<file path="src/design/assert_macros.svh">
// Assertion helpers for the RTL, included by jox_scan.sv.
`ifndef ASSERT_MACROS_SVH
`define ASSERT_MACROS_SVH

// Property checked on every rising edge, muted while reset is high.
`define ASSERT_CLK(label, clk, rst, prop, msg) \
   label: assert property (@(posedge clk) disable iff (rst) (prop)) else $error(msg);

// Same check, with no reset muting.
`define ASSERT_ALWAYS(label, clk, prop, msg) \
   label: assert property (@(posedge clk) (prop)) else $error(msg);

`endif

</file>
<file path="src/design/jox_pkg.sv">
// ----------------------------------------------------------------------------
// jox_pkg
// Types and constants for the JSON object extractor.
// ----------------------------------------------------------------------------
package jox_pkg;

   localparam int unsigned MAX_DEPTH = 255;
   localparam int unsigned DEPTH_W   = $clog2(MAX_DEPTH + 1);
   localparam int unsigned CHAR_W    = 8;

   typedef logic [CHAR_W-1:0]  char_type;
   typedef logic [DEPTH_W-1:0] depth_type;

   localparam depth_type DEPTH_MAX = DEPTH_W'(MAX_DEPTH);
   localparam depth_type DEPTH_ONE = DEPTH_W'(1);

   localparam char_type CH_OPEN   = 8'h7B;
   localparam char_type CH_CLOSE  = 8'h7D;
   localparam char_type CH_QUOTE  = 8'h22;
   localparam char_type CH_BSLASH = 8'h5C;

   typedef enum logic [2:0] {
      ST_PENDING = 3'd0,
      ST_CLOSED  = 3'd1,
      ST_NONE    = 3'd2,
      ST_UNBAL   = 3'd3,
      ST_OVER    = 3'd4
   } status_type;

   typedef enum logic [3:0] {
      PH_SEEK = 4'b0001,
      PH_SCAN = 4'b0010,
      PH_DONE = 4'b0100,
      PH_OVER = 4'b1000
   } phase_type;

   typedef struct packed {
      logic       keep;
      status_type status;
   } result_type;

endpackage

</file>
<file path="src/design/json_object_extractor.sv">
// ----------------------------------------------------------------------------
// json_object_extractor
// Picks the first complete top-level {...} object out of a byte stream.
// ----------------------------------------------------------------------------
// One byte per clock cycle sustained while rsp_stall is low. A byte is
// captured in the input register; when the output register is free, the
// brace depth, string and escape tracker updates and writes the result
// register. That tracker update is the loop that sets the rate. The
// end-of-text byte returns the tracker to its reset state, so the next byte
// starts a new text. No clearing pass after reset.

module json_object_extractor (
   input  logic              clock,
   input  logic              reset,
   input  logic              req_valid,
   output logic              req_stall,
   input  jox_pkg::char_type req_char_in,
   input  logic              req_end_of_text,
   output logic              rsp_valid,
   input  logic              rsp_stall,
   output jox_pkg::char_type rsp_byte_out,
   output logic              rsp_keep,
   output logic [2:0]        rsp_status,
   output logic              rsp_last_out
);
   import jox_pkg::*;

   logic       in_vld_ff;
   char_type   in_char_ff;
   logic       in_eot_ff;
   logic       out_vld_ff;
   char_type   out_char_ff;
   logic       out_keep_ff;
   status_type out_status_ff;
   logic       out_last_ff;
   logic       out_free, xfer, in_free;
   result_type res;

   assign out_free  = !out_vld_ff || !rsp_stall;
   assign xfer      = in_vld_ff && out_free;
   assign in_free   = !in_vld_ff || xfer;
   assign req_stall = !in_free;

   jox_scan u_scan (
      .clock       (clock),
      .reset       (reset),
      .step        (xfer),
      .char_in     (in_char_ff),
      .end_of_text (in_eot_ff),
      .result      (res)
   );

   always_ff @(posedge clock) begin
      if (reset) begin
         in_vld_ff  <= 1'b0;
         out_vld_ff <= 1'b0;
      end else begin
         if (in_free) begin
            in_vld_ff <= req_valid;
         end
         if (out_free) begin
            out_vld_ff <= xfer;
         end
      end
   end

   always_ff @(posedge clock) begin
      if (req_valid && in_free) begin
         in_char_ff <= req_char_in;
         in_eot_ff  <= req_end_of_text;
      end
      if (xfer) begin
         out_char_ff   <= in_char_ff;
         out_keep_ff   <= res.keep;
         out_status_ff <= res.status;
         out_last_ff   <= in_eot_ff;
      end
   end

   assign rsp_valid    = out_vld_ff;
   assign rsp_byte_out = out_char_ff;
   assign rsp_keep     = out_keep_ff;
   assign rsp_status   = out_status_ff;
   assign rsp_last_out = out_last_ff;

endmodule

</file>
<file path="src/design/jox_scan.sv">
// ----------------------------------------------------------------------------
// jox_scan
// Brace depth / string / escape tracker. Result is combinational from the
// current byte and state; state advances when step is high.
// ----------------------------------------------------------------------------
`include "assert_macros.svh"

module jox_scan (
   input  logic               clock,
   input  logic               reset,
   input  logic               step,
   input  jox_pkg::char_type  char_in,
   input  logic               end_of_text,
   output jox_pkg::result_type result
);
   import jox_pkg::*;

   phase_type phase_ff, phase_in;
   depth_type depth_ff, depth_in;
   logic      str_ff, str_in;
   logic      esc_ff, esc_in;
   depth_type depth_dec;
   logic      closed;

   always_comb begin
      phase_in      = phase_ff;
      depth_in      = depth_ff;
      str_in        = str_ff;
      esc_in        = esc_ff;
      result.keep   = 1'b0;
      result.status = ST_PENDING;
      closed        = 1'b0;
      depth_dec     = (depth_ff != '0) ? depth_ff - DEPTH_ONE : depth_ff;

      unique case (phase_ff)
         PH_SEEK: begin
            if (char_in == CH_OPEN) begin
               result.keep = 1'b1;
               depth_in    = DEPTH_ONE;
               str_in      = 1'b0;
               esc_in      = 1'b0;
               phase_in    = PH_SCAN;
               if (end_of_text) begin
                  result.status = ST_UNBAL;
               end
            end else if (end_of_text) begin
               result.status = ST_NONE;
            end
         end
         PH_SCAN: begin
            result.keep = 1'b1;
            priority if (str_ff) begin
               priority if (esc_ff) begin
                  esc_in = 1'b0;
               end else if (char_in == CH_BSLASH) begin
                  esc_in = 1'b1;
               end else if (char_in == CH_QUOTE) begin
                  str_in = 1'b0;
               end else begin
                  // ordinary string byte
               end
            end else if (char_in == CH_QUOTE) begin
               str_in = 1'b1;
            end else if (char_in == CH_OPEN) begin
               if (depth_ff >= DEPTH_MAX) begin
                  result.keep   = 1'b0;
                  result.status = ST_OVER;
                  phase_in      = PH_OVER;
               end else begin
                  depth_in = depth_ff + DEPTH_ONE;
               end
            end else if (char_in == CH_CLOSE) begin
               depth_in = depth_dec;
               if (depth_dec == '0) begin
                  result.status = ST_CLOSED;
                  closed        = 1'b1;
                  phase_in      = PH_DONE;
               end
            end else begin
               // any other byte outside a string leaves the tracker alone
            end
            if (end_of_text && !closed && phase_in == PH_SCAN) begin
               result.status = ST_UNBAL;
            end
         end
         PH_DONE: begin
         end
         PH_OVER: begin
            if (end_of_text) begin
               result.status = ST_OVER;
            end
         end
         default: begin
            phase_in = PH_SEEK;
         end
      endcase

      // end of text returns the tracker to its idle state
      if (end_of_text) begin
         phase_in = PH_SEEK;
         depth_in = '0;
         str_in   = 1'b0;
         esc_in   = 1'b0;
      end
   end

   always_ff @(posedge clock) begin
      if (reset) begin
         phase_ff <= PH_SEEK;
         depth_ff <= '0;
         str_ff   <= 1'b0;
         esc_ff   <= 1'b0;
      end else if (step) begin
         phase_ff <= phase_in;
         depth_ff <= depth_in;
         str_ff   <= str_in;
         esc_ff   <= esc_in;
      end
   end

   `ASSERT_CLK(a_scan_depth, clock, reset, (phase_ff == PH_SCAN) |-> (depth_ff != '0), "open object with zero depth")
   `ASSERT_CLK(a_idle_clear, clock, reset, (phase_ff == PH_SEEK || phase_ff == PH_DONE) |-> (depth_ff == '0 && !str_ff && !esc_ff), "idle phase with stale tracker state")
   `ASSERT_CLK(a_esc_in_str, clock, reset, esc_ff |-> str_ff, "escape pending outside a string")
   `ASSERT_CLK(a_keep_status, clock, reset, (step && result.keep) |-> (result.status != ST_NONE && result.status != ST_OVER), "kept byte with a no-object or overflow status")

endmodule

</file>
<file path="config.mk">
export PLATFORM = sky130hd
export DESIGN_NAME = json_object_extractor
export DESIGN_NICKNAME = d
export VERILOG_FILES = /design/src/design/jox_pkg.sv /design/src/design/json_object_extractor.sv /design/src/design/jox_scan.sv
export VERILOG_INCLUDE_DIRS = /design/src /design/src/design
export SDC_FILE = /design/constraint.sdc
export NUM_CORES = 1
export LEC_CHECK = 0
export ABC_AREA = 1
export BUFFER_PORTS_ARGS = -buffer_cell sky130_fd_sc_hd__buf_2
export CAP_MARGIN = 15
export CORE_UTILIZATION = 55
export DETAILED_ROUTE_END_ITERATION = 10
export PLACE_DENSITY = 0.76
export SLEW_MARGIN = 25
export SYNTH_ARGS = -nofsm -noshare
export SYNTH_HDL_FRONTEND = slang
export SYNTH_SLANG_ARGS = --single-unit
</file>
<file path="constraint.sdc">
create_clock -name clock -period 2.3 [get_ports clock]
set_clock_uncertainty 0.1 [all_clocks]
set_input_delay 0.115 -clock clock [delete_from_list [all_inputs] [get_ports clock]]
set_output_delay 0.115 -clock clock [all_outputs]
set_load 0.01 [all_outputs]
</file>
==> summary.txt <==
Mean Syn Cell Area: 8.31 µm²
I/O Pins: 28
Final antenna-violating net count: 0
DIE AREA: 4340 µm²
Register bit total from synthesis: 38
P&R area growth vs syn: 16.1%
Clock root cell: clkbuf_8
Share of cells above drive strength 1: 27.6%
Worst Tran Pin Value: 0.379 ns
Slowest CP cell: dfxtp_2
Tmin final: 2.06 ns
Hold WC Path Type: input port to register
Setup TNS: 0 ns
CTS sink count: 38
Syn. warnings: 0
Non-Filler Instances: 360
Most common cell after layout, fill and taps aside: nand2_1
Initial core utilization: 59.1%
CP max FO: 8
Number of global-route vias before repair: 1732
Gr usage total: 24.1%
Storage cell area: 982 µm²
Multi-input logic area: 1100 µm²
CP Class: register to register
DPL Wire Length: 3540 µm
DR DRC count: 0
TritonRoute pass-1 iters: 5
Sequential area share after synthesis: 43.7%
Layout fillers: 294
Fin crit share: 89.7%
GP Congestion: 0.899
Clk buf depth: 2
Diodes inserted: 0
# Post-CTS Setup Buffers: 0
Leak Pwr: 1.11 nW
PwrDens: 579 nW/µm²
Worst EP arrival: 1.99 ns
Final Setup Violations: 0
VDD IR max: 0.510 mV
Vias: 1952
DRT iter0 DRCs: 117
Worst-path clk slew: 0.08 ns
H-tree levels: 2
Post-Syn Nets: 286
Rows: 22
Die W: 65.9 µm
RSZ-0062 raised after global routing: false
Max Fclk: 485 MHz
Drt wl/cell: 13.2 µm
Fin. Hold Viols: 0
Via density: 5.42
GRT Residual Overflow: 0
Startpoint types: register
Cells after Synth: 270
Max_slew headroom: 74.7%
Die H: 65.9 µm
Global-route wire length before repair: 7790 µm
Port Buf Inserts: 27
Most frequent cells in the layout: nand2_1 (66), nor2_1 (28), buf_2 (27)
Dpl cells: 342
Routed WL: 4750 µm
Max Slew Vio Count: 0
Layout Nets: 327
Outcome: finished clean
Antenna violations before repair: 0
Max incr delay on CP: 0.39 ns
Core footprint: 3800 µm²
CP Capture Type: register
CP most frequent cell: nand2_1
Cell area after synthesis: 2240 µm²
Critical Path RT: 2.23 ns
Clock latency on the worst-skew pair: 0.29 ns
CTS tree: built
Distinct cells, synth: 33
Num CTS Buffers: 5
Max-cap violation count: 0
Largest net degree at the start of global routing: 16
CP cell instances: inv_1 -> ha_1 -> nand2_1 -> inv_2 -> nand2_4 -> nand2_1 -> nand2_1 -> nand2_1 -> nor2_1 -> nand3_2 -> nand3_1 -> o211ai_1
where the power goes:
part / internal [mW] / switching, mW / leakage, nW
clock network: 0.207 / 0.228 / 0.0416
logic: 0.106 / 0.178 / 0.729
registers: 0.755 / 0.0333 / 0.343
total: 1.07 / 0.439 / 1.11
sequential cells by signal, indices dropped and copies added, names as in the netlist:
name and count:
in_char_ff 8, rsp_valid 1, u_scan.str_ff 1, u_scan.phase_ff 4
rsp_last_out 1, rsp_byte_out 8, rsp_keep 1, rsp_status 3
u_scan.depth_ff 8, u_scan.esc_ff 1, in_eot_ff 1, in_vld_ff 1
cells by family after synthesis:
logic type / after synthesis / synth area share (%)
XOR/XNOR: 4 / 1.56
AND/OR/NAND/NOR: 151 / 35.5
AO/OA/AOI/OAI: 35 / 10.2
buffers and inverters: 39 / 7.42
adder cells (fa/ha/maj): 3 / 1.67
flip-flops: 38 / 43.7
per-stage QoR:
| stage | setup slack [ns] | util [%] | instance area [µm²] | total power [mW] | hold slack (ns) |
|---|---|---|---|---|---|
| 5_1_grt | 0.102 | 68.6 | 2610 | 1.58 | 0.0197 |
| 6_report | 0.238 | 68.6 | 2610 | 1.51 | 0.0193 |
| 3_5_place_dp | 0.151 | 63.7 | 2420 | 1.07 | 0.193 |
| 2_1_floorplan | 0.507 | - | 2240 | 1.01 | 0.0774 |
| 3_3_place_gp | 0.132 | 63.7 | 2420 | 1.07 | 0.192 |
| 4_1_cts | 0.143 | 68.5 | 2600 | 1.52 | 0.0134 |
cell type report:
type	instances	share of cell area, %
clock buffer	5	2.64
timing repair buffer	40	9.89
sequential	38	37.7
clock inverter	3	0.624
tap	48	2.31
multi-input combinational	193	42.1
inverter	33	4.76
cells in the mapped netlist:
cell type	instances	share of area (%)
nand2_1	66	11
nor2_1	28	4.7
inv_1	24	4.0
edfxtp_1	22	29
nand3_1	17	3.8
dfxtp_1	16	14
inv_2	9	1.5
nand3_2	8	3.6
nor2_2	8	2.2
a21oi_2	7	2.7
a21oi_1	6	1.3
o211ai_1	6	2.0
o21ai_1	6	1.3
o21ai_0	5	1.1
nand2_2	4	1.1
nand4_1	4	1.1
nor2_4	4	2.0
xor2_1	4	1.6
ha_1	3	1.7
nand2_4	3	1.5
nand3_4	3	2.3
a211oi_1	2	0.67
buf_6	2	1.0
clkbuf_1	2	0.33
nor3_1	2	0.45
o22ai_1	2	0.56
buf_2	1	0.22
buf_4	1	0.33
nand3b_1	1	0.33
nor3_2	1	0.45
nor4_1	1	0.28
nor4_2	1	0.56
o32ai_1	1	0.39
repair_timing:
item | CTS | global route
setup endpoints to repair | 0 | 2
resized for setup | 0 | 1
hold buffers | 10 | 0
endpoints found under the hold margin | 10 | 0
metal layers:
metal  track usage, %  wire, µm  vias up
li1                 -         -      979
met1             32.6      2280      885
met2             38.0      2140       80
met3             5.00       274        8
met4             8.15        58        0
met5                0         0        -
worst paths after layout:
path | startpoint | end | slack (ns) | cells after the start
min | rsp_stall | rsp_valid$_SDFFE_PP0P_ | 0.02 | 3
min reg2reg | in_char_ff[7]$_DFFE_PP_ | rsp_byte_out[7]$_DFFE_PP_ | 0.41 | 0
max | u_scan.depth_ff[0]$_SDFFE_PP0P_ | rsp_status[0]$_DFFE_PP_ | 0.24 | 12
max reg2reg | u_scan.depth_ff[0]$_SDFFE_PP0P_ | rsp_status[0]$_DFFE_PP_ | 0.24 | 12
critical path, delay by kind of cell, from the launching register on:
family,cells,cell delay (ns)
adder cells (fa/ha/maj),1,0.21
flip-flops,1,0.39
buffers and inverters,2,0.18
AO/OA/AOI/OAI,1,0.10
AND/OR/NAND/NOR,8,0.83
No activity file was read; power rests on OpenSTA's default activity.
